### config.mk
export PLATFORM = sky130hd
export DESIGN_NAME = deque_with_remove_by_value
export DESIGN_NICKNAME = d
export VERILOG_FILES = /design/src/dqrm_pkg.sv /design/src/dqrm_datapath.sv /design/src/dqrm_control.sv /design/src/deque_with_remove_by_value.sv
export SDC_FILE = /design/constraint.sdc
export NUM_CORES = 1
export LEC_CHECK = 0
export BUFFER_PORTS_ARGS = -buffer_cell sky130_fd_sc_hd__buf_4
export CORE_MARGIN = 4
export CORE_UTILIZATION = 43
export CTS_CLUSTER_DIAMETER = 40
export DETAILED_ROUTE_END_ITERATION = 6
export PLACE_DENSITY = 0.55
export RECOVER_POWER = 25
export SYNTH_ARGS = -nofsm -noshare
export SYNTH_HDL_FRONTEND = slang
export SYNTH_SLANG_ARGS = --single-unit
### constraint.sdc
create_clock -name clock -period 16.5 [get_ports clock]
set_clock_uncertainty 0.15 [all_clocks]
set_input_delay 3.3 -clock clock [delete_from_list [all_inputs] [get_ports clock]]
set_output_delay 3.3 -clock clock [all_outputs]
set_load 0.01 [all_outputs]
### src/dqrm_pkg.sv
// Shared constants, codes and controller/datapath interface types for the deque.
package dqrm_pkg;

   // Default sizing of the entry store.
   localparam int DEF_CAPACITY    = 16;
   localparam int DEF_VALUE_WIDTH = 32;

   // Fixed field widths of the request and response words.
   localparam int OPCODE_W   = 4;
   localparam int OPERAND_W  = 32;
   localparam int POSITION_W = 4;
   localparam int RESULT_W   = 32;
   localparam int STATUS_W   = 3;
   localparam int OCC_W      = 5;

   // Request opcodes.
   localparam logic [OPCODE_W-1:0] OP_PUSH_FRONT = 4'd0;
   localparam logic [OPCODE_W-1:0] OP_PUSH_BACK  = 4'd1;
   localparam logic [OPCODE_W-1:0] OP_POP_FRONT  = 4'd2;
   localparam logic [OPCODE_W-1:0] OP_POP_BACK   = 4'd3;
   localparam logic [OPCODE_W-1:0] OP_REMOVE     = 4'd4;
   localparam logic [OPCODE_W-1:0] OP_PEEK_FRONT = 4'd5;
   localparam logic [OPCODE_W-1:0] OP_PEEK_BACK  = 4'd6;
   localparam logic [OPCODE_W-1:0] OP_NTH        = 4'd7;
   localparam logic [OPCODE_W-1:0] OP_SIZE       = 4'd8;

   // Response status codes.
   localparam logic [STATUS_W-1:0] ST_OK        = 3'd0;
   localparam logic [STATUS_W-1:0] ST_EMPTY     = 3'd1;
   localparam logic [STATUS_W-1:0] ST_NOT_FOUND = 3'd2;
   localparam logic [STATUS_W-1:0] ST_FULL      = 3'd3;
   localparam logic [STATUS_W-1:0] ST_RANGE     = 3'd4;

   // Read offset selection, counted from the front of the queue.
   localparam logic [2:0] RD_FRONT = 3'd0;
   localparam logic [2:0] RD_BACK  = 3'd1;
   localparam logic [2:0] RD_POS   = 3'd2;
   localparam logic [2:0] RD_IDX1  = 3'd3;
   localparam logic [2:0] RD_IDX2  = 3'd4;

   // Response value selection.
   localparam logic [2:0] RV_ZERO  = 3'd0;
   localparam logic [2:0] RV_DATA  = 3'd1;
   localparam logic [2:0] RV_KEY   = 3'd2;
   localparam logic [2:0] RV_ONES  = 3'd3;
   localparam logic [2:0] RV_COUNT = 3'd4;

   // Commands from the controller to the datapath.
   typedef struct packed {
      logic                capture;
      logic                push_front;
      logic                push_back;
      logic                pop_front;
      logic                dec_count;
      logic                rd_en;
      logic [2:0]          rd_sel;
      logic                idx_clear;
      logic                idx_inc;
      logic                shift_write;
      logic                respond;
      logic [2:0]          resp_sel;
      logic [STATUS_W-1:0] resp_status;
   } dqrm_cmd_type;

   // Status from the datapath to the controller.
   typedef struct packed {
      logic [OPCODE_W-1:0] op;
      logic                empty;
      logic                full;
      logic                pos_ok;
      logic                match;
      logic                idx1_lt;
      logic                idx2_lt;
   } dqrm_stat_type;

endpackage

### src/dqrm_datapath.sv
// Datapath of the deque: entry store, pointers, scan index and response registers.
module dqrm_datapath
   import dqrm_pkg::*;
#(
   parameter int CAPACITY    = DEF_CAPACITY,
   parameter int VALUE_WIDTH = DEF_VALUE_WIDTH
) (
   input  logic                        clock,
   input  logic                        reset,
   input  dqrm_cmd_type                cmd,
   output dqrm_stat_type               stat,
   input  logic [OPCODE_W-1:0]         req_opcode,
   input  logic signed [OPERAND_W-1:0] req_operand_value,
   input  logic [POSITION_W-1:0]       req_position,
   output logic                        rsp_strobe,
   output logic signed [RESULT_W-1:0]  rsp_result_value,
   output logic [STATUS_W-1:0]         rsp_status,
   output logic [OCC_W-1:0]            rsp_occupancy,
   output logic                        rsp_is_empty
);

   localparam int PW = (CAPACITY > 1) ? $clog2(CAPACITY) : 1;
   localparam int CW = $clog2(CAPACITY + 1);
   localparam int EW = (CW > POSITION_W) ? CW : POSITION_W;

   // Entry store.
   logic signed [VALUE_WIDTH-1:0] store_mem [CAPACITY];

   logic [OPCODE_W-1:0]           op_ff;
   logic signed [VALUE_WIDTH-1:0] key_ff;
   logic [POSITION_W-1:0]         pos_ff;
   logic [PW-1:0]                 front_ff, front_in;
   logic [CW-1:0]                 count_ff, count_in;
   logic [CW-1:0]                 idx_ff, idx_in;
   logic signed [VALUE_WIDTH-1:0] rd_data_ff;
   logic                          strobe_ff;
   logic signed [RESULT_W-1:0]    value_ff, value_in;
   logic [STATUS_W-1:0]           status_ff;
   logic [OCC_W-1:0]              occ_ff;
   logic                          empty_ff;

   logic [CW:0]            idx1, idx2;
   logic [CW-1:0]          rd_off;
   logic [PW-1:0]          rd_addr;
   logic [PW-1:0]          wr_addr;
   logic signed [VALUE_WIDTH-1:0] wr_data;
   logic                   wr_en;
   logic [PW-1:0]          front_dec;
   logic [PW-1:0]          front_inc;

   // Slot of an offset from the front; the sum stays below twice the capacity.
   function automatic logic [PW-1:0] slot_of(input logic [PW-1:0] front,
                                             input logic [CW-1:0] off);
      logic [CW:0] sum;
      sum = (CW+1)'(front) + (CW+1)'(off);
      if (sum >= (CW+1)'(CAPACITY)) begin
         sum = sum - (CW+1)'(CAPACITY);
      end
      return PW'(sum);
   endfunction

   // Scan index look-ahead.
   assign idx1 = (CW+1)'(idx_ff) + (CW+1)'(1);
   assign idx2 = (CW+1)'(idx_ff) + (CW+1)'(2);

   // Status towards the controller.
   assign stat.op      = op_ff;
   assign stat.empty   = (count_ff == '0);
   assign stat.full    = (count_ff >= CW'(CAPACITY));
   assign stat.pos_ok  = (EW'(pos_ff) < EW'(count_ff));
   assign stat.match   = (rd_data_ff == key_ff);
   assign stat.idx1_lt = (idx1 < (CW+1)'(count_ff));
   assign stat.idx2_lt = (idx2 < (CW+1)'(count_ff));

   // Neighbouring front slots with wrap-around.
   assign front_dec = (front_ff == '0) ? PW'(CAPACITY - 1) : front_ff - PW'(1);
   assign front_inc = (front_ff == PW'(CAPACITY - 1)) ? '0 : front_ff + PW'(1);

   // Read offset selection.
   always_comb begin
      unique case (cmd.rd_sel)
         RD_FRONT: rd_off = '0;
         RD_BACK:  rd_off = count_ff - CW'(1);
         RD_POS:   rd_off = CW'(pos_ff);
         RD_IDX1:  rd_off = CW'(idx1);
         RD_IDX2:  rd_off = CW'(idx2);
         default:  rd_off = '0;
      endcase
   end
   assign rd_addr = slot_of(front_ff, rd_off);

   // Write port: pushes at either end, or one step of closing the gap on removal.
   always_comb begin
      wr_en   = cmd.push_front | cmd.push_back | cmd.shift_write;
      wr_addr = slot_of(front_ff, idx_ff);
      wr_data = rd_data_ff;
      if (cmd.push_front) begin
         wr_addr = front_dec;
         wr_data = key_ff;
      end else if (cmd.push_back) begin
         wr_addr = slot_of(front_ff, count_ff);
         wr_data = key_ff;
      end
   end

   always_ff @(posedge clock) begin
      if (wr_en) begin
         store_mem[wr_addr] <= wr_data;
      end
      if (cmd.rd_en) begin
         rd_data_ff <= store_mem[rd_addr];
      end
   end

   // Pointer, count and scan index updates.
   always_comb begin
      front_in = front_ff;
      count_in = count_ff;
      idx_in   = idx_ff;
      if (cmd.push_front) begin
         front_in = front_dec;
         count_in = count_ff + CW'(1);
      end else if (cmd.push_back) begin
         count_in = count_ff + CW'(1);
      end else if (cmd.pop_front) begin
         front_in = front_inc;
         count_in = count_ff - CW'(1);
      end else if (cmd.dec_count) begin
         count_in = count_ff - CW'(1);
      end
      if (cmd.idx_clear) begin
         idx_in = '0;
      end else if (cmd.idx_inc) begin
         idx_in = CW'(idx1);
      end
   end

   always_ff @(posedge clock) begin
      if (reset) begin
         front_ff <= '0;
         count_ff <= '0;
      end else begin
         front_ff <= front_in;
         count_ff <= count_in;
      end
      idx_ff <= idx_in;
   end

   // Request word capture.
   always_ff @(posedge clock) begin
      if (cmd.capture) begin
         op_ff  <= req_opcode;
         key_ff <= VALUE_WIDTH'(req_operand_value);
         pos_ff <= req_position;
      end
   end

   // Response value selection.
   always_comb begin
      unique case (cmd.resp_sel)
         RV_ZERO:  value_in = '0;
         RV_DATA:  value_in = RESULT_W'(rd_data_ff);
         RV_KEY:   value_in = RESULT_W'(key_ff);
         RV_ONES:  value_in = '1;
         RV_COUNT: value_in = RESULT_W'(count_ff);
         default:  value_in = '0;
      endcase
   end

   // Response word registers; the strobe lasts one cycle.
   always_ff @(posedge clock) begin
      if (reset) begin
         strobe_ff <= 1'b0;
      end else begin
         strobe_ff <= cmd.respond;
      end
      if (cmd.respond) begin
         value_ff  <= value_in;
         status_ff <= cmd.resp_status;
         occ_ff    <= OCC_W'(count_in);
         empty_ff  <= (count_in == '0);
      end
   end

   assign rsp_strobe       = strobe_ff;
   assign rsp_result_value = value_ff;
   assign rsp_status       = status_ff;
   assign rsp_occupancy    = occ_ff;
   assign rsp_is_empty     = empty_ff;

   // The count never exceeds the capacity.
   a_count_bound: assert property (@(posedge clock) disable iff (reset)
      count_ff <= CW'(CAPACITY))
      else $error("entry count beyond capacity");

   // The front pointer always names a slot of the store.
   a_front_bound: assert property (@(posedge clock) disable iff (reset)
      front_ff <= PW'(CAPACITY - 1))
      else $error("front pointer outside the store");

   // A respond command is followed by a strobe.
   a_respond_strobe: assert property (@(posedge clock) disable iff (reset)
      cmd.respond |=> rsp_strobe)
      else $error("respond command without strobe");

   // A not-found response always carries all ones.
   a_not_found_value: assert property (@(posedge clock) disable iff (reset)
      (rsp_strobe && rsp_status == ST_NOT_FOUND) |-> (rsp_result_value == '1))
      else $error("not-found response with wrong value");

endmodule

### src/dqrm_control.sv
// Controller state machine of the deque: sequences reads, scans and gap closing.
module dqrm_control
   import dqrm_pkg::*;
(
   input  logic          clock,
   input  logic          reset,
   input  logic          start,
   output logic          busy,
   input  dqrm_stat_type stat,
   output dqrm_cmd_type  cmd
);

   localparam logic [2:0] S_IDLE  = 3'd0;
   localparam logic [2:0] S_EXEC  = 3'd1;
   localparam logic [2:0] S_READ  = 3'd2;
   localparam logic [2:0] S_SCAN  = 3'd3;
   localparam logic [2:0] S_SHIFT = 3'd4;

   logic [2:0] state_ff, state_in;

   assign busy = (state_ff != S_IDLE);

   // Next state and command decoding.
   always_comb begin
      state_in = state_ff;
      cmd      = '0;
      unique case (state_ff)
         S_IDLE: begin
            if (start) begin
               cmd.capture = 1'b1;
               state_in    = S_EXEC;
            end
         end
         S_EXEC: begin
            state_in = S_IDLE;
            unique case (stat.op)
               OP_PUSH_FRONT, OP_PUSH_BACK: begin
                  cmd.respond = 1'b1;
                  if (stat.full) begin
                     cmd.resp_status = ST_FULL;
                  end else begin
                     cmd.push_front = (stat.op == OP_PUSH_FRONT);
                     cmd.push_back  = (stat.op == OP_PUSH_BACK);
                  end
               end
               OP_POP_FRONT, OP_PEEK_FRONT, OP_POP_BACK, OP_PEEK_BACK: begin
                  if (stat.empty) begin
                     cmd.respond     = 1'b1;
                     cmd.resp_status = ST_EMPTY;
                  end else begin
                     cmd.rd_en  = 1'b1;
                     cmd.rd_sel = (stat.op == OP_POP_FRONT || stat.op == OP_PEEK_FRONT)
                                  ? RD_FRONT : RD_BACK;
                     state_in   = S_READ;
                  end
               end
               OP_NTH: begin
                  if (stat.empty) begin
                     cmd.respond     = 1'b1;
                     cmd.resp_status = ST_EMPTY;
                  end else if (!stat.pos_ok) begin
                     cmd.respond     = 1'b1;
                     cmd.resp_status = ST_RANGE;
                  end else begin
                     cmd.rd_en  = 1'b1;
                     cmd.rd_sel = RD_POS;
                     state_in   = S_READ;
                  end
               end
               OP_REMOVE: begin
                  if (stat.empty) begin
                     cmd.respond     = 1'b1;
                     cmd.resp_status = ST_NOT_FOUND;
                     cmd.resp_sel    = RV_ONES;
                  end else begin
                     cmd.idx_clear = 1'b1;
                     cmd.rd_en     = 1'b1;
                     cmd.rd_sel    = RD_FRONT;
                     state_in      = S_SCAN;
                  end
               end
               OP_SIZE: begin
                  cmd.respond  = 1'b1;
                  cmd.resp_sel = RV_COUNT;
               end
               default: begin
                  cmd.respond = 1'b1;
               end
            endcase
         end
         S_READ: begin
            // Read data is now registered; pops also retire the entry.
            cmd.respond   = 1'b1;
            cmd.resp_sel  = RV_DATA;
            cmd.pop_front = (stat.op == OP_POP_FRONT);
            cmd.dec_count = (stat.op == OP_POP_BACK);
            state_in      = S_IDLE;
         end
         S_SCAN: begin
            // Compare one entry per cycle, walking from the front.
            if (stat.match) begin
               if (stat.idx1_lt) begin
                  cmd.rd_en  = 1'b1;
                  cmd.rd_sel = RD_IDX1;
                  state_in   = S_SHIFT;
               end else begin
                  cmd.dec_count = 1'b1;
                  cmd.respond   = 1'b1;
                  cmd.resp_sel  = RV_KEY;
                  state_in      = S_IDLE;
               end
            end else if (stat.idx1_lt) begin
               cmd.idx_inc = 1'b1;
               cmd.rd_en   = 1'b1;
               cmd.rd_sel  = RD_IDX1;
            end else begin
               cmd.respond     = 1'b1;
               cmd.resp_status = ST_NOT_FOUND;
               cmd.resp_sel    = RV_ONES;
               state_in        = S_IDLE;
            end
         end
         S_SHIFT: begin
            // Move the next entry one place towards the front each cycle.
            cmd.shift_write = 1'b1;
            cmd.idx_inc     = 1'b1;
            if (stat.idx2_lt) begin
               cmd.rd_en  = 1'b1;
               cmd.rd_sel = RD_IDX2;
            end else begin
               cmd.dec_count = 1'b1;
               cmd.respond   = 1'b1;
               cmd.resp_sel  = RV_KEY;
               state_in      = S_IDLE;
            end
         end
         default: begin
            state_in = S_IDLE;
         end
      endcase
   end

   always_ff @(posedge clock) begin
      if (reset) begin
         state_ff <= S_IDLE;
      end else begin
         state_ff <= state_in;
      end
   end

   // A request is only taken from the idle state.
   a_capture_idle: assert property (@(posedge clock) disable iff (reset)
      cmd.capture |-> (state_ff == S_IDLE))
      else $error("request captured while busy");

   // Every capture leads to the execute state.
   a_capture_exec: assert property (@(posedge clock) disable iff (reset)
      cmd.capture |=> (state_ff == S_EXEC))
      else $error("capture not followed by execute");

   // Responding always returns the controller to idle.
   a_respond_idle: assert property (@(posedge clock) disable iff (reset)
      cmd.respond |=> !busy)
      else $error("still busy after responding");

endmodule

### src/deque_with_remove_by_value.sv
// Top level of the bounded deque with remove-by-value.
// From an accepted word to its response strobe, push, size and unused opcodes pass
// through the execute state; pop, peek and nth through execute and read; and remove
// through execute, a scan of one entry per cycle from the front and, if needed, gap closing.
// One word at a time: busy is high until the response; the next start is taken in the
// strobe cycle. Reset clears the pointers and count at once; the store needs no clearing.
module deque_with_remove_by_value
   import dqrm_pkg::*;
#(
   parameter int CAPACITY    = DEF_CAPACITY,
   parameter int VALUE_WIDTH = DEF_VALUE_WIDTH
) (
   input  logic                        clock,
   input  logic                        reset,
   input  logic                        start,
   output logic                        busy,
   input  logic [OPCODE_W-1:0]         req_opcode,
   input  logic signed [OPERAND_W-1:0] req_operand_value,
   input  logic [POSITION_W-1:0]       req_position,
   output logic                        rsp_strobe,
   output logic signed [RESULT_W-1:0]  rsp_result_value,
   output logic [STATUS_W-1:0]         rsp_status,
   output logic [OCC_W-1:0]            rsp_occupancy,
   output logic                        rsp_is_empty
);

   dqrm_cmd_type  cmd;
   dqrm_stat_type stat;

   // Sequencing.
   dqrm_control u_control (
      .clock (clock),
      .reset (reset),
      .start (start),
      .busy  (busy),
      .stat  (stat),
      .cmd   (cmd)
   );

   // Storage and arithmetic.
   dqrm_datapath #(
      .CAPACITY    (CAPACITY),
      .VALUE_WIDTH (VALUE_WIDTH)
   ) u_datapath (
      .clock             (clock),
      .reset             (reset),
      .cmd               (cmd),
      .stat              (stat),
      .req_opcode        (req_opcode),
      .req_operand_value (req_operand_value),
      .req_position      (req_position),
      .rsp_strobe        (rsp_strobe),
      .rsp_result_value  (rsp_result_value),
      .rsp_status        (rsp_status),
      .rsp_occupancy     (rsp_occupancy),
      .rsp_is_empty      (rsp_is_empty)
   );

endmodule
==> metrics.md, run 1 <==
| Metric | Value |
|---|---|
| Metal2 WL | roughly 32 mm |
| Leak | about 11 nW |
| Pre-CTS WS | between 10 and 15 ns |
| Port Buffers | 85 |
| Final non-filler cell total | around 2,500 |
| Power per Cell Area | ~120 mW/mm2 |
| Top routing layer used | met4 |
| # diodes | 0 |
| Max-slew violations | 41 |
| Min Tclk post-route | between 7 and 8 ns |
| Die width | around 260 um |
| Wire length on met3 | roughly 3.5 mm |
| Worst-path clk slew | ~0.050 ns |
| Synth warnings | 0 |
| CTS tree | done |
| Syn_area_per_cell | 18.47 um2 |
| Placer Congestion | 0.8170 |
| Commonest non-fill, non-tap cell in the layout | edfxtp_1 |
| M1 wire length | 29.15 mm |
| Hold_buf cts | 0 |
| Starting Density | 0.4350 |
| Worst-margin pin slew | 3.382 ns |
| Setup slack after layout | just under 9 ns |
| Final WL | approximately 66 mm |
| Max_slew headroom | -1.255 |
| Register bit total from synthesis | 643 |
| Row count | around 90 |
| F_max | roughly 130 MHz |
| Final Hold Vio Count | 0 |
| Failing checks | max-capacitance violations, max-slew violations |
| First-iteration detailed-routing DRC count | ~1,100 |
| CP peak stage delay | between 2 and 2.5 ns |
| Setup CP Type | reg -> reg |
| Commonest cells after routing, fill and taps aside | 625 x edfxtp_1, 156 x nand2_1, 113 x buf_4 |
| Setup crit end kind | flip-flop |
| Clk_lat worst skew | between 0.6 and 0.7 ns |
| Total CTS buffers | between 90 and 100 |
| Vias | approximately 14,000 |
| Delay-heaviest family, CP | buffers and inverters |
| Die Height | around 260 um |
| Post-Synthesis Cell Area | 0.02684 mm2 |
| Root Driver | clkbuf_16 |
| Post-CTS setup buffers | 0 |
| Synth unique cells | 75 |
| Gr usage total | 0.1970 |
| Cell mode on critical path | xnor2_1 |
| Register area share after synthesis | 0.7126 |
| Boundary Pins | 86 |
| Post-synth EDFFs | ~630 |
| Final worst-path cycle share | 0.4626 |
| Router iterations before antenna repair | 5 |
| Initial antenna violation count | 0 |
| Synth Instances | 1,453 |
| Startpoint class of the critical path | flip-flop |
| Antenna Nets Post-Route | 0 |
| Slowest library cell on the worst path | clkbuf_1 |
| Drc violations | 0 |
| Syn Nets | 1,523 |
| Status | finished, violations left |
| RSZ-0062 raised after global routing | false |
| Via density | ~5.6 |
| Max Cap Violations | 1 |
| Layout net count | between 1,500 and 2,000 |
| Largest vdd supply drop | approximately 0.083 mV |
| H-tree depth | 3 |
| First-pass GRT wire length | about 96 mm |
| Hold Path Class | reg -> reg |
| Dpl hpwl | between 30 and 40 mm |
| Share of post-route cells with drive strength above 1 | 0.1983 |
| Fin Setup TNS | 0 ns |
| Largest net degree at the start of global routing | 73 |
| Vias in the first global route | ~14,000 |
| Total placed cells including tap cells | between 2,000 and 2,500 |
| Drt wl/cell | ~26 um |
| CP max FO | 40 |
| CTS Buffer Depth | 3 |
| Synth Flop Type | edfxtp_1 |
| Worst path required time | approximately 17 ns |
| Area growth syn-to-layout | 17.84% |
| CORE AREA | around 0.062 mm2 |
| CP Cell Sequence | nor4b_1, and2_2, clkbuf_1, nand2_1, o21ai_0, ha_1, a21o_1, a21oi_1, xnor2_1, xnor2_1, mux2i_1, o21a_1, nor3_2, buf_4 |
| GRT overflow | 0 |
| CTS resizes | 0 |
| Buffers plus inverters on the worst setup path | 2 |
| Asr flop ratio synth | 0 |
| Final setup vio count | 0 |
| Arrival @ worst endpoint | between 7 and 8 ns |
| Clock Sinks | roughly 640 |
| Die ar. | about 0.066 mm2 |
where the power goes:
group | switching, W | leakage (nW) | internal (W)
logic | 0.0000713 | 3.58 | 0.0000493
clock network | 0.000771 | 1.51 | 0.00120
registers | 0.0000157 | 5.81 | 0.00180
total | 0.000858 | 10.9 | 0.00304
worst min-delay path, delay by kind of cell, from the launching register on:
| family | cells | cell delay [ns] |
|---|---|---|
| AOI/OAI and AO/OA | 2 | 0.17 |
| DFF | 1 | 0.36 |
layer usage:
layer	up-vias	GRT usage
met2	438	0.3239
met5	-	0
met3	95	0.03560
met4	0	0.05426
met1	7374	0.2737
li1	6210	-
stage by stage:
| stage | total power, W | utilization | instance area (um2) | hold WS [ns] |
|---|---|---|---|---|
| CTS | 0.003944 | 0.5129 | 31650 | 0.4275 |
| floorplan | 0.001915 | - | 26840 | 0.3703 |
| global route | 0.004035 | 0.5126 | 31630 | 0.4831 |
| detailed placement | 0.001968 | 0.4618 | 28500 | 0.4181 |
| global placement | 0.001967 | 0.4618 | 28500 | 0.3973 |
| finish | 0.003902 | 0.5126 | 31630 | 0.4244 |
layout make-up:
type / instances / area (um2)
Timing Repair Buffer: 114 / 852.1
Multi-Input combinational cell: 728 / 7393
Inverter: 15 / 56.30
Clock inverter: 72 / 773.2
Clock buffer: 102 / 2382
Sequential cell: 643 / 19130
Tap cell: 837 / 1047
Fill cell: 5019 / 30080
cells by family (layout without fill, tap and decap cells):
group / count (synthesis) / count (layout) / share of synthesized area
flops: 643 / 643 / 0.7126
fa+ha+maj: 27 / 27 / 0.01314
compound gates: 123 / 123 / 0.03067
mux: 232 / 232 / 0.1614
buf+inv: 82 / 303 / 0.01664
simple gates: 298 / 298 / 0.04894
xor+xnor: 48 / 48 / 0.01664
worst paths after layout:
check,start,to,slack [ns],depth (start not counted)
setup / recovery,u_datapath.op_ff[3]$_DFFE_PP_,u_datapath.store_mem[13][12]$_DFFE_PP_,8.87,14
hold / removal,u_datapath.idx_ff[4]$_SDFFE_PP0P_,u_datapath.idx_ff[4]$_SDFFE_PP0P_,0.42,2
setup reg to reg,u_datapath.op_ff[3]$_DFFE_PP_,u_datapath.store_mem[13][12]$_DFFE_PP_,8.87,14
hold reg to reg,u_datapath.idx_ff[4]$_SDFFE_PP0P_,u_datapath.idx_ff[4]$_SDFFE_PP0P_,0.42,2
flip-flops by register name, summed over array words and instances (netlist names):
| name | flops |
|---|---|
| u_datapath.pos_ff | 4 |
| u_datapath.store_mem | 512 |
| u_datapath.idx_ff | 5 |
| u_datapath.rsp_is_empty | 1 |
| u_datapath.rsp_result_value | 32 |
| u_datapath.key_ff | 32 |
| u_datapath.rsp_status | 3 |
| u_datapath.rd_data_ff | 32 |
| u_control.state_ff | 3 |
| u_datapath.op_ff | 4 |
| u_datapath.count_ff | 5 |
| u_datapath.rsp_strobe | 1 |
| u_datapath.front_ff | 4 |
| u_datapath.rsp_occupancy | 5 |
synth_stat cells, types with 7 or more instances:
library cell / number / share of area
edfxtp_1: 625 / 0.70
nand2_1: 159 / 0.022
mux4_1: 108 / 0.11
mux2i_1: 102 / 0.038
nor2_1: 59 / 0.0083
a21oi_1: 50 / 0.0093
xor2_1: 38 / 0.012
clkbuf_1: 28 / 0.0039
ha_1: 25 / 0.012
nor3_1: 24 / 0.0045
mux4_2: 20 / 0.017
dfxtp_1: 18 / 0.013
o21ai_0: 17 / 0.0032
inv_1: 14 / 0.0020
buf_1: 12 / 0.0017
buf_2: 11 / 0.0021
nand3_1: 10 / 0.0019
nor4_1: 10 / 0.0023
xnor2_1: 8 / 0.0026
or3_1: 7 / 0.0016
Note: power is estimated with default switching activity, not from simulation.
==> run 2: changes to the inputs <==
- PLACE_DENSITY: 0.55 -> 0.57
- clock period: 16.5 -> 6.1 ns (I/O delays scaled with it)
==> metrics.md, run 2 (synthesized netlist as in run 1, its figures left out) <==
| Metric | Value |
|---|---|
| Status | finished, violations left |
| Failing checks | max-capacitance violations, max-slew violations |
| Min Tclk post-route | 5.379 ns (-2.254 ns) |
| Row count | 91 (unchanged) |
| Largest net degree at the start of global routing | 65 (-11%) |
| Final Hold Vio Count | 0 (unchanged) |
| Vias | 14,060 (-0.42%) |
| Post-CTS setup buffers | 0 (unchanged) |
| Clock Sinks | 643 (unchanged) |
| Slowest library cell on the worst path | clkbuf_1 |
| Reg power frac | 0.477 (+0.012) |
| GRT overflow | 0 (unchanged) |
| Final WL | 65.78 mm (-0.42%) |
| Clk_lat worst skew | 0.64 ns (about the same) |
| Port Buffers | 85 (unchanged) |
| Initial antenna violation count | 0 (unchanged) |
| Fillcell total | 5,081 (+1.2%) |
| Pre-CTS WS | 1.124 ns (-9.287 ns) |
| Placer Congestion | 0.8277 (+1.3%) |
| Die Height | 257.9 um (unchanged) |
| CP peak stage delay | 2.12 ns (-0.24 ns) |
| Metal2 WL | 31.40 mm (-2.3%) |
| Gate power share | 0.030 (about the same) |
| First-iteration detailed-routing DRC count | 1,201 (+7.0%) |
| Boundary Pins | 86 (unchanged) |
| Fin Setup TNS | 0 ns (unchanged) |
| Worst-path clk slew | 0.05 ns (about the same) |
| CORE AREA | 0.06171 mm2 (unchanged) |
| # diodes | 0 (unchanged) |
| CTS Buffer Depth | 3 (unchanged) |
| Max-slew violations | 83 (+100%) |
| CTS tree | done |
| Drc violations | 0 (unchanged) |
| Total placed cells including tap cells | 2,342 (+0.21%) |
| Setup slack after layout | 0.7206 ns (-8.146 ns) |
| Final worst-path cycle share | 0.8819 (+0.4193) |
| WHS | 0.4359 ns (+0.01152 ns) |
| Root Driver | clkbuf_16 |
| Hold Path Class | reg -> reg |
| Max Cap Violations | 3 (+2) |
| Starting Density | 0.4350 (unchanged) |
| M1 wire length | 28.41 mm (-2.5%) |
| Via density | 5.607 (-0.26%) |
| Int Power | 0.008062 W (+160%) |
| CTS resizes | 0 (unchanged) |
| Vias in the first global route | 14,300 (-0.035%) |
| Clock network fraction of total power | 0.492 (-0.012) |
| Final setup vio count | 0 (unchanged) |
| H-tree depth | 3 (unchanged) |
| Hold_buf cts | 0 (unchanged) |
| Area growth syn-to-layout | 16.93% |
| Net switching power | 0.002216 W (+160%) |
| Share of post-route cells with drive strength above 1 | 0.1659 (-0.03246) |
| Setup CP Type | reg -> reg |
| Commonest cells after routing, fill and taps aside | 625 x edfxtp_1, 156 x nand2_1, 108 x mux4_1 |
| Layout Utilization | 0.5086 (-0.003974) |
| Largest vdd supply drop | 0.1991 mV (+140%) |
| Power per Cell Area | 327.4 mW/mm2 (+170%) |
| CP Cell Sequence | nor4b_1, and2_2, clkbuf_1, nand4_1, o211ai_1, o221a_2, o311ai_1, a2111oi_1 |
| Wire length on met3 | 4.490 mm (+27%) |
| Sw Share | 0.2156 (-0.004353) |
| Commonest non-fill, non-tap cell in the layout | edfxtp_1 |
| Total CTS buffers | 90 (-3.2%) |
| Reg with most FFs | u_datapath.store_mem |
| CP max FO | 39 (-2.5%) |
| RSZ-0062 raised after global routing | false |
| Layout net count | 1,667 (+0.12%) |
| Worst-margin pin slew | 3.009 ns (-0.3728 ns) |
| Gr usage total | 0.1973 (+0.0003535) |
| Die width | 257.9 um (unchanged) |
| Final non-filler cell total | 2,507 (-0.16%) |
| First-pass GRT wire length | 96.01 mm (+0.25%) |
| Leak | 10.66 nW (-2.2%) |
| Max reg flops | 512 (unchanged) |
| Worst path required time | 6.30 ns (-10.29 ns) |
| Router iterations before antenna repair | 7 (+2) |
| Startpoint class of the critical path | flip-flop |
| Max_slew headroom | -1.006 (+0.2485) |
| Drt wl/cell | 26.24 um (-0.26%) |
| Arrival @ worst endpoint | 5.58 ns (-2.14 ns) |
| Die ar. | 0.06649 mm2 (unchanged) |
| Dpl hpwl | 34.45 mm (+3.1%) |
| Setup crit end kind | flip-flop |
| Top routing layer used | met4 |
| F_max | 185.9 MHz (+42%) |
| Antenna Nets Post-Route | 0 (unchanged) |
## run 2: cell count changes in the layout (fill, tap and decap cells not counted), sizes merged
cell,before,now
clkinv,31,32
inv,38,24
clkinvlp,10,14
clkbuf,103,188
buf,113,34
bufinv,8,7
## run 2: critical path: cells and delay by family, from the launching register on
family,cells,cell delay [ns]
compound gates,4,1.12
flops,1,0.52
buf+inv,1,2.12
simple gates,3,1.19
## run 2: cell type report
class	instances	area, um2	area share
Multi-Input combinational cell	728	7378	0.2351
Clock inverter	62	666.9	0.02125
Inverter	15	56.30	0.001794
Sequential cell	643	19130	0.6094
Clock buffer	103	2322	0.07399
Tap cell	837	1047	0.03337
Timing Repair Buffer	119	788.3	0.02511
## run 2: final timing paths
kind	from	endpoint	slack, ns	cells after the start
setup / recovery	u_datapath.op_ff[3]$_DFFE_PP_	u_datapath.rsp_is_empty$_DFFE_PP_	0.72	8
hold / removal	u_datapath.idx_ff[4]$_SDFFE_PP0P_	u_datapath.idx_ff[4]$_SDFFE_PP0P_	0.44	2
setup reg to reg	u_datapath.op_ff[3]$_DFFE_PP_	u_datapath.rsp_is_empty$_DFFE_PP_	0.72	8
hold reg to reg	u_datapath.idx_ff[4]$_SDFFE_PP0P_	u_datapath.idx_ff[4]$_SDFFE_PP0P_	0.44	2
## run 2: routing by layer
metal / GRT usage / up-vias
met5: 0 / -
met4: 0.05215 / 0
met2: 0.3185 / 491
li1: - / 6204
met1: 0.2764 / 7268
met3: 0.04207 / 95
## run 2: power groups by stage
stage / clock (W) / combinational [W] / sequential [W]
floorplan: 0 / 0.000198 / 0.00498
global placement: 0 / 0.000329 / 0.00499
detailed placement: 0 / 0.000333 / 0.00499
CTS: 0.00517 / 0.000335 / 0.00490
global route: 0.00539 / 0.000342 / 0.00491
finish: 0.00506 / 0.000313 / 0.00491
## run 2: metrics by stage
stage / power [W] / area, um2
detailed placement: 0.005326 / 28610
floorplan: 0.005179 / 26840
CTS: 0.01041 / 31600
global placement: 0.005321 / 28610
global route: 0.01064 / 31390
finish: 0.01028 / 31390
==> run 3: changes to the inputs <==
- CORE_MARGIN: 4 -> unset
==> metrics.md, run 3 (synthesized netlist as in run 1, its figures left out) <==
| Metric | Value |
|---|---|
| Status | finished, violations left |
| Failing checks | max-capacitance violations, max-slew violations |
| Gate power share | 0.030 (about the same) |
| Hold path endpoint | u_datapath.idx_ff[2]$_SDFFE_PP0P_ |
| GRT met2 Usage | 0.3428 (+0.02426) |
| F_max | 183.7 MHz (-1.2%) |
| CTS tree | done |
| Layout Utilization | 0.5100 (+0.001399) |
| Pre-CTS WS | 0.9727 ns (-0.1516 ns) |
| Worst-margin pin slew | 3.193 ns (+0.1833 ns) |
| Max_slew headroom | -1.128 (-0.1222) |
| Setup CP Type | reg -> reg |
| RSZ-0062 raised after global routing | false |
| Delay-heaviest family, CP | buffers and inverters |
| Clock Sinks | 643 (unchanged) |
| Placer Congestion | 0.8578 (+3.6%) |
| Row count | 91 (unchanged) |
| Dpl hpwl | 34.30 mm (-0.43%) |
| Reg2reg path depth | 8 (unchanged) |
| Reg power frac | 0.469 (-0.008) |
| Hold_buf cts | 0 (unchanged) |
| H-tree depth | 3 (unchanged) |
| Root Driver | clkbuf_16 |
| Met1 Usage GRT | 0.2833 (+0.006933) |
| Boundary Pins | 86 (unchanged) |
| Initial antenna violation count | 0 (unchanged) |
| Setup slack after layout | 0.6568 ns (-0.06382 ns) |
| Max Cap Violations | 2 (-1) |
| Antenna Nets Post-Route | 0 (unchanged) |
| Total CTS buffers | 89 (-1.1%) |
| Clock network fraction of total power | 0.501 (+0.009) |
| Share of post-route cells with drive strength above 1 | 0.1695 (+0.003593) |
| Port Buffers | 85 (unchanged) |
| Commonest cells after routing, fill and taps aside | 625 x edfxtp_1, 156 x nand2_1, 108 x mux4_1 |
| Router iterations before antenna repair | 5 (-2) |
| Net switching power | 0.002286 W (+3.2%) |
| # diodes | 0 (unchanged) |
| CP peak stage delay | 2.04 ns (-0.08 ns) |
| Leak | 10.73 nW (+0.67%) |
| Final setup vio count | 0 (unchanged) |
| Vias | 13,930 (-0.91%) |
| Die width | 251.9 um (-2.3%) |
| Setup crit end kind | flip-flop |
| Max-slew violations | 81 (-2.4%) |
| Power per Cell Area | 332.0 mW/mm2 (+1.4%) |
| Arrival @ worst endpoint | 5.65 ns (+0.07 ns) |
| Starting Density | 0.4350 (unchanged) |
| Min-delay src | u_datapath.idx_ff[2]$_SDFFE_PP0P_ |
| Drt wl/cell | 26.00 um (-0.91%) |
| R2r setup slk | 0.66 ns (-0.06 ns) |
| Via density | 5.556 (-0.91%) |
| Area growth syn-to-layout | 17.25% |
| Reg2reg end | u_datapath.rsp_is_empty$_DFFE_PP_ |
| R2r startpoint | u_datapath.op_ff[3]$_DFFE_PP_ |
| First-iteration detailed-routing DRC count | 1,082 (-9.9%) |
| Reg with most FFs | u_datapath.store_mem |
| Commonest non-fill, non-tap cell in the layout | edfxtp_1 |
| Gr usage total | 0.2078 (+0.01042) |
| Cells on Worst Hold Path | 2 (unchanged) |
| CP Cell Sequence | nor4b_1, and2_2, clkbuf_1, nand2_1, mux2i_1, a31oi_1, o311ai_1, a2111oi_1 |
| Largest vdd supply drop | 0.2487 mV (+25%) |
| CP max FO | 39 (unchanged) |
| Drc violations | 0 (unchanged) |
| Design Power | 0.01045 W (+1.7%) |
| Min Tclk post-route | 5.443 ns (+0.06382 ns) |
| Global routing's busiest layer | met2 |
| Sw Share | 0.2188 (+0.003158) |
| Final WL | 65.18 mm (-0.91%) |
| Die ar. | 0.06343 mm2 (-4.6%) |
| First-pass GRT wire length | 94.05 mm (-2.0%) |
| CTS Buffer Depth | 3 (unchanged) |
| Startpoint class of the critical path | flip-flop |
| Layout net count | 1,665 (-0.12%) |
| Buffers plus inverters on the worst setup path | 1 (unchanged) |
| WHS | 0.4238 ns (-0.01209 ns) |
| Vias in the first global route | 14,040 (-1.8%) |
| Max reg flops | 512 (unchanged) |
| Worst path required time | 6.31 ns (about the same) |
| Slowest library cell on the worst path | clkbuf_1 |
| CP startpoint | u_datapath.op_ff[3]$_DFFE_PP_ |
| Post-CTS setup buffers | 0 (unchanged) |
| Largest net degree at the start of global routing | 60 (-7.7%) |
| Hold Path Class | reg -> reg |
| Fin Setup TNS | 0 ns (unchanged) |
| Clk_lat worst skew | 0.65 ns (about the same) |
| Worst-path clk slew | 0.05 ns (about the same) |
| Met3 Use GR | 0.03147 (-0.01061) |
| Die Height | 251.9 um (-2.3%) |
| Int Power | 0.008164 W (+1.3%) |
| Final Hold Vio Count | 0 (unchanged) |
| CTS resizes | 0 (unchanged) |
| GRT overflow | 0 (unchanged) |
| CORE AREA | 0.06171 mm2 (unchanged) |
| Final worst-path cycle share | 0.8923 (+0.01046) |
-- run 3: cell types whose count changed in the layout (fill, tap and decap cells not counted), moves of 4 or more --
cell        change
clkinv_2        +8
inv_6           +5
clkinvlp_4      -4
clkbuf_1        -4
inv_8           +4
clkinv_4        -7
-- run 3: power by group through the flow --
stage | clock network [W] | registers (W) | logic, W
after floorplan | 0 | 0.00498 | 0.000198
after global placement | 0 | 0.00499 | 0.000333
after detailed placement | 0 | 0.00499 | 0.000336
after CTS | 0.00533 | 0.00490 | 0.000338
after global routing | 0.00548 | 0.00491 | 0.000344
final | 0.00523 | 0.00490 | 0.000315
-- run 3: worst max path at each step --
| stage | depth (start not counted) | endpoint |
|---|---|---|
| 6_report | 8 | u_datapath.rsp_is_empty$_DFFE_PP_ |
| 5_1_grt | 16 | u_datapath.rd_data_ff[7]$_DFFE_PP_ |
| 4_1_cts | 15 | u_datapath.rd_data_ff[31]$_DFFE_PP_ |
| 3_5_place_dp | 15 | u_datapath.rd_data_ff[2]$_DFFE_PP_ |
| 3_3_place_gp | 15 | u_datapath.rd_data_ff[24]$_DFFE_PP_ |
| 2_1_floorplan | 13 | u_datapath.store_mem[14][0]$_DFFE_PP_ |
-- run 3: final cells by class --
class	count	area (um2)
Clock buffer	99	2307
Fill cell	5049	30240
Timing Repair Buffer	118	793.3
Multi-Input combinational cell	728	7373
Tap cell	837	1047
Clock inverter	67	768.2
Sequential cell	643	19130
Inverter	15	56.30
-- run 3: layer usage --
layer / wire length [um] / vias to the layer above
met5: 0 / -
met4: 1593 / 0
met3: 2670 / 98
met2: 31920 / 406
met1: 28990 / 7229
li1: - / 6197
-- run 3: worst min-delay path: stages (launching register included) --
cell,delay [ns]
dfxtp_1,0.37
o21ai_0,0.10
a21oi_1,0.06
-- run 3: metrics by stage --
step	instance area [um2]	cells
floorplan	26840	1453
global placement	28610	2341
detailed placement	28610	2341
CTS	31690	2507
global route	31470	2507
finish	31470	2507
